<file path="src/design/octave_value_noise_2d_macros.svh">
// Assertion macros used by octave_value_noise_2d to check its own logic.
`ifndef OCTAVE_VALUE_NOISE_2D_MACROS_SVH
`define OCTAVE_VALUE_NOISE_2D_MACROS_SVH

// The consequent must hold in the same cycle as the antecedent.
`define OVN_ASSERT_SAME(lbl, clk, rst_n, ante, cons) \
  lbl: assert property (@(posedge clk) disable iff (!rst_n) (ante) |-> (cons)) \
    else $error("same-cycle check failed");

// The consequent must hold in the cycle after the antecedent.
`define OVN_ASSERT_NEXT(lbl, clk, rst_n, ante, cons) \
  lbl: assert property (@(posedge clk) disable iff (!rst_n) (ante) |=> (cons)) \
    else $error("next-cycle check failed");

`endif

</file>
<file path="src/design/ovn_pkg.sv">
package ovn_pkg;

  localparam int unsigned CoordW  = 7;
  localparam int unsigned Side    = 128;
  localparam int unsigned MaxOct  = 8;
  localparam int unsigned OctW    = 3;
  localparam int unsigned FracW   = 16;
  localparam int unsigned SeedW   = 16;
  localparam int unsigned ScaleW  = 32;
  localparam int unsigned BiasW   = 12;
  localparam int unsigned CntCfgW = 4;
  localparam int unsigned DivNumW = 51;
  localparam int unsigned DivDenW = 35;
  localparam int unsigned DivCntW = 6;
  localparam int unsigned GridAw  = 2 * CoordW;
  localparam int unsigned GridDepth = Side * Side;

  localparam logic CfgOctIdx  = 1'b0;
  localparam logic CfgBiasIdx = 1'b1;

  localparam logic OpWrite = 1'b0;
  localparam logic OpQuery = 1'b1;

endpackage

</file>
<file path="src/design/ovn_div.sv">
module ovn_div (
  input  logic                         clk_i,
  input  logic                         rst_ni,
  input  logic                         start_i,
  input  logic [ovn_pkg::DivNumW-1:0]  dividend_i,
  input  logic [ovn_pkg::DivDenW-1:0]  divisor_i,
  output logic                         done_o,
  output logic [ovn_pkg::DivNumW-1:0]  quotient_o
);
  import ovn_pkg::*;

  logic [DivDenW-1:0] rem_q;
  logic [DivDenW-1:0] den_q;
  logic [DivNumW-1:0] quo_q;
  logic [DivCntW-1:0] cnt_q;
  logic               done_q;
  logic [DivDenW:0]   rem_sh;
  logic [DivDenW:0]   rem_sub;
  logic               fits;

  assign rem_sh  = {rem_q, quo_q[DivNumW-1]};
  assign fits    = rem_sh >= {1'b0, den_q};
  assign rem_sub = rem_sh - {1'b0, den_q};

  always_ff @(posedge clk_i or negedge rst_ni) begin
    if (!rst_ni) begin
      cnt_q  <= '0;
      done_q <= 1'b0;
    end else begin
      done_q <= 1'b0;
      if (start_i) begin
        cnt_q <= DivCntW'(DivNumW);
      end else if (cnt_q != '0) begin
        cnt_q <= cnt_q - 1'b1;
        if (cnt_q == DivCntW'(1)) begin
          done_q <= 1'b1;
        end
      end
    end
  end

  always_ff @(posedge clk_i) begin
    if (start_i) begin
      rem_q <= '0;
      den_q <= divisor_i;
      quo_q <= dividend_i;
    end else if (cnt_q != '0) begin
      rem_q <= fits ? rem_sub[DivDenW-1:0] : rem_sh[DivDenW-1:0];
      quo_q <= {quo_q[DivNumW-2:0], fits};
    end
  end

  assign done_o     = done_q;
  assign quotient_o = quo_q;

endmodule

</file>
<file path="config.mk">
export PLATFORM = sky130hd
export DESIGN_NAME = ovn_div
export DESIGN_NICKNAME = d
export VERILOG_FILES = /design/src/design/octave_value_noise_2d_macros.svh /design/src/design/ovn_pkg.sv /design/src/design/ovn_div.sv
export SDC_FILE = /design/constraint.sdc
export NUM_CORES = 1
export LEC_CHECK = 0
export ABC_AREA = 1
export BUFFER_PORTS_ARGS = -buffer_cell sky130_fd_sc_hd__buf_2
export CORE_MARGIN = 1.5
export CORE_UTILIZATION = 51
export DETAILED_ROUTE_END_ITERATION = 6
export HOLD_SLACK_MARGIN = 0.12
export PLACE_DENSITY = 0.76
export SETUP_SLACK_MARGIN = 0.4
export SYNTH_ARGS = -nofsm -noshare
export SYNTH_HDL_FRONTEND = slang
export SYNTH_SLANG_ARGS = --single-unit
</file>
<file path="constraint.sdc">
create_clock -name clk_i -period 2.4 [get_ports clk_i]
set_input_delay 0.48 -clock clk_i [delete_from_list [all_inputs] [get_ports clk_i]]
set_output_delay 0.48 -clock clk_i [all_outputs]
set_load 0.005 [all_outputs]
</file>
==> results.md <==
* Final worst-path setup slack at between 100 and 150 ps
* Iter 0 DRT Violations at a little under 500
* # DRC at 0
* Post-synthesis xor/xnor area fraction at under 10%
* P_int at roughly 0.0071 W
* Final setup fails at 0
* Largest family of logic cells by synthesized area: simple AND/OR/NAND/NOR gates
* CP delay by family, top: simple AND/OR/NAND/NOR gates
* Max clock buf depth at 2
* Most common cell after layout, fill and taps aside: nand2_1
* Post-synth ARST share at roughly 5.5%
* Max Freq at approximately 0.44 GHz
* TritonCTS Buffers at 17
* Largest net degree at the start of global routing at slightly below 90
* Synth Area in Adders at under 10%
* Die Ht at approximately 130 um
* Ports at about 140
* Worst path bufs/invs at 3
* GRT Total Usage at 27.2%
* ANT cells at 0
* Synth top area share at roughly 33%
* Seq cells post-synth at 128
* Clk pin slew, worst setup/hold paths at approximately 60 ps
* Sequential Power Share at around a quarter
* Port Buffer Count at 140
* Final WL at 21900 um
* Die X at ~130 um
* # Max-Cap Violations at 0
* Syn Inst Count at between 1000 and 1500
* Unique cell type count in the Yosys netlist at 38
* Mux cell area share after synthesis at 0%
* Max FO, Critical Path at 7
* CP Class: reg2reg
* Comb pwr share at slightly above 50%
* Root Buffer: clkbuf_16
* Crit share post-route at between 90% and 100%
* Gpl congestion at between 0.9 and 1
* CP max stage cell: ha_1
* Pwr Density at roughly 1200 mW/mm2
* Row count at 45
* Tmin final at roughly 2300 ps
* Worst vdd ir at a little over 0.8 mV
* Reg area at 0.00346 mm2
* Synth Warn # at 0
* Top cell type by total area after synthesis: edfxtp_1
* First-pass detailed-route iteration total at 7
* Post-DP HPWL at roughly 15000 um
* CTS tree: yes
* Tightest Pin Transition at around 540 ps
* Slew headroom at ~64%
* Number of synthesized flops with an enable pin at 86
* Worst path arrival time at ~2600 ps
* Die area at approximately 0.016 mm2
* Final std cells w/o fill at roughly 1400
* Slowest stage delay, CP at 360 ps
* Critical Path Most Common Cell: nand2_1
* Initial antenna violation count at 0
* Syn_area_per_cell at around 7.3 um2
* Congestion Overflow GR at 0
* First-pass GRT wire length at around 34000 um
* Routed len/inst at 15.3 um
* Setup TNS Final at 0 ps
* Fin. max-slew vios at 0
* Post-place setup slack at between 100 and 150 ps
* RSZ-0062 raised after global routing: true
* Clk_lat worst skew at around 430 ps
* Multi-input logic area at 0.00420 mm2
* Final ANT Viol Nets at 0
* Final Hold Fails at 0
* Startpoint Class: flop
* Area delta synth->final at 31.2%
* CP endpoint kind: flop
* Leakage at about 5.1 nW
* Synth Cell Area at just under 0.008 mm2
* Final Total Pwr at between 0.01 and 0.015 W
* Sw Pwr at just under 0.005 W
* Share of layout cells above drive strength 1 at 26.4%
* Worst EP required at between 2000 and 3000 ps
* Vias in the first global route at 7083
* Compound-cell area share of the yosys netlist at 5.66%
* Switching Share at between 40% and 50%
* Most frequent cells in the layout: nand2_1, buf_2, inv_1
* Crit-path cells: ha_1 > nand2_1 > inv_1 > nand2_1 > nand2_1 > nand2_1 > nand3_4 > nand2_4 > nand2_4 > nand2_4 > nand2_8 > buf_12 > clkbuf_16 > nor2_1 > o21ai_1
* Clock share of power at ~22%
* Post-Synth Simple-Gate Area at about a third
* Initial Utilization at around 52%
* Synth Net Count at approximately 1200
* Top_reg_cell synth: edfxtp_1
* Core Area at about 0.015 mm2
* Largest cells by area after synthesis: edfxtp_1, nand2_1, dfxtp_1
* Final nets at about 1400
* Class of the worst hold path: in2reg
* Placed Instances at between 1000 and 1500
* Fin Clk Skew at around 13 ps
* DR vias/cell at between 5 and 6
* H-tree Lvls at 4
* Sequential fraction of the synthesis area at 44.3%
* Status: finished, final reports clean
* Via count at between 7000 and 8000
* Num Clock Sinks at about 130
* FILL cells at roughly 1300
registers in the layout (all words and copies together) (netlist names):
signal	flops
quotient_o	51
den_q	35
done_o	1
cnt_q	6
rem_q	35
through the flow:
step                      area (um2)  hold slack, ps  utilization [%]
final                          10200             222             67.9
after global routing           10200             217             67.9
after CTS                       9670             213             64.1
after detailed placement        8780             321             58.2
after global placement          8780             324             58.2
after floorplan                 7860             184                -
cells in the mapped netlist, drive strengths merged, types with 6 or more instances:
library cell and instances:
nand2 441, inv 147, nor2 87, edfxtp 86, nand3 67, ha 37, o21ai 36, dfxtp 35
a21oi 34, xnor2 16, nand3b 14, buf 13, clkbuf 13, nor3 8, dfrtp 7, o21bai 6
what timing repair did:
action	in CTS	in global routing
endpoints found under the hold margin	7	0
gates cloned	2	2
resized for setup	28	93
pin swaps	8	32
hold buffers	1	0
setup endpoints to repair	36	85
buffers inserted	15	6
cells by family (layout without fill, tap and decap cells):
group | Yosys count | count (layout)
buffers and inverters | 174 | 360
adders and majority gates | 38 | 38
DFF | 128 | 128
xor gates and xnor gates | 18 | 18
AOI/OAI and AO/OA | 82 | 82
and+or+nand+nor | 622 | 622
routing by layer:
metal	up-vias	track usage [%]	part of all wire, %
met3	33	6.96	8.5
met4	0	8.49	1.7
li1	3714	-	-
met2	311	44.5	48
met5	-	0	0
met1	3393	35.6	42
worst reg2reg max path, delay by kind of cell (launching register included):
kind / cells / cell delay [ps]
flip-flops: 1 / 340
AO/OA/AOI/OAI: 1 / 60
adder cells (fa/ha/maj): 1 / 360
buffers and inverters: 3 / 420
AND/OR/NAND/NOR: 10 / 990
power by group through the flow:
stage                     Combinational [W]  Clock [W]  Sequential, W
after global routing                0.00684    0.00276        0.00321
after floorplan                     0.00349          0        0.00304
after detailed placement            0.00462          0        0.00311
after global placement              0.00456          0        0.00311
final                               0.00624    0.00265        0.00317
after CTS                           0.00522    0.00267        0.00308
final timing paths:
path                         startpoint        end  slack [ps]  depth (start not counted)
setup / recovery               rem_q[6]   rem_q[7]         130                         15
hold / removal             divisor_i[3]   den_q[3]         220                          1
setup reg to reg               rem_q[6]   rem_q[7]         130                         15
hold reg to reg               rem_q[33]  rem_q[33]         470                          2
max in group asynchronous        rst_ni   cnt_q[4]        1820                          2
min in group asynchronous        rst_ni     done_o         420                          2
area by class of cell:
class	count	area share, %
Inverter	148	5.46
Clock buffer	17	4.15
Sequential cell	128	33.8
Timing Repair Buffer	180	11.6
Tap cell	188	2.30
Multi-Input combinational cell	760	41.0
Clock inverter	15	1.65
Power figures use the tool's default switching activity.
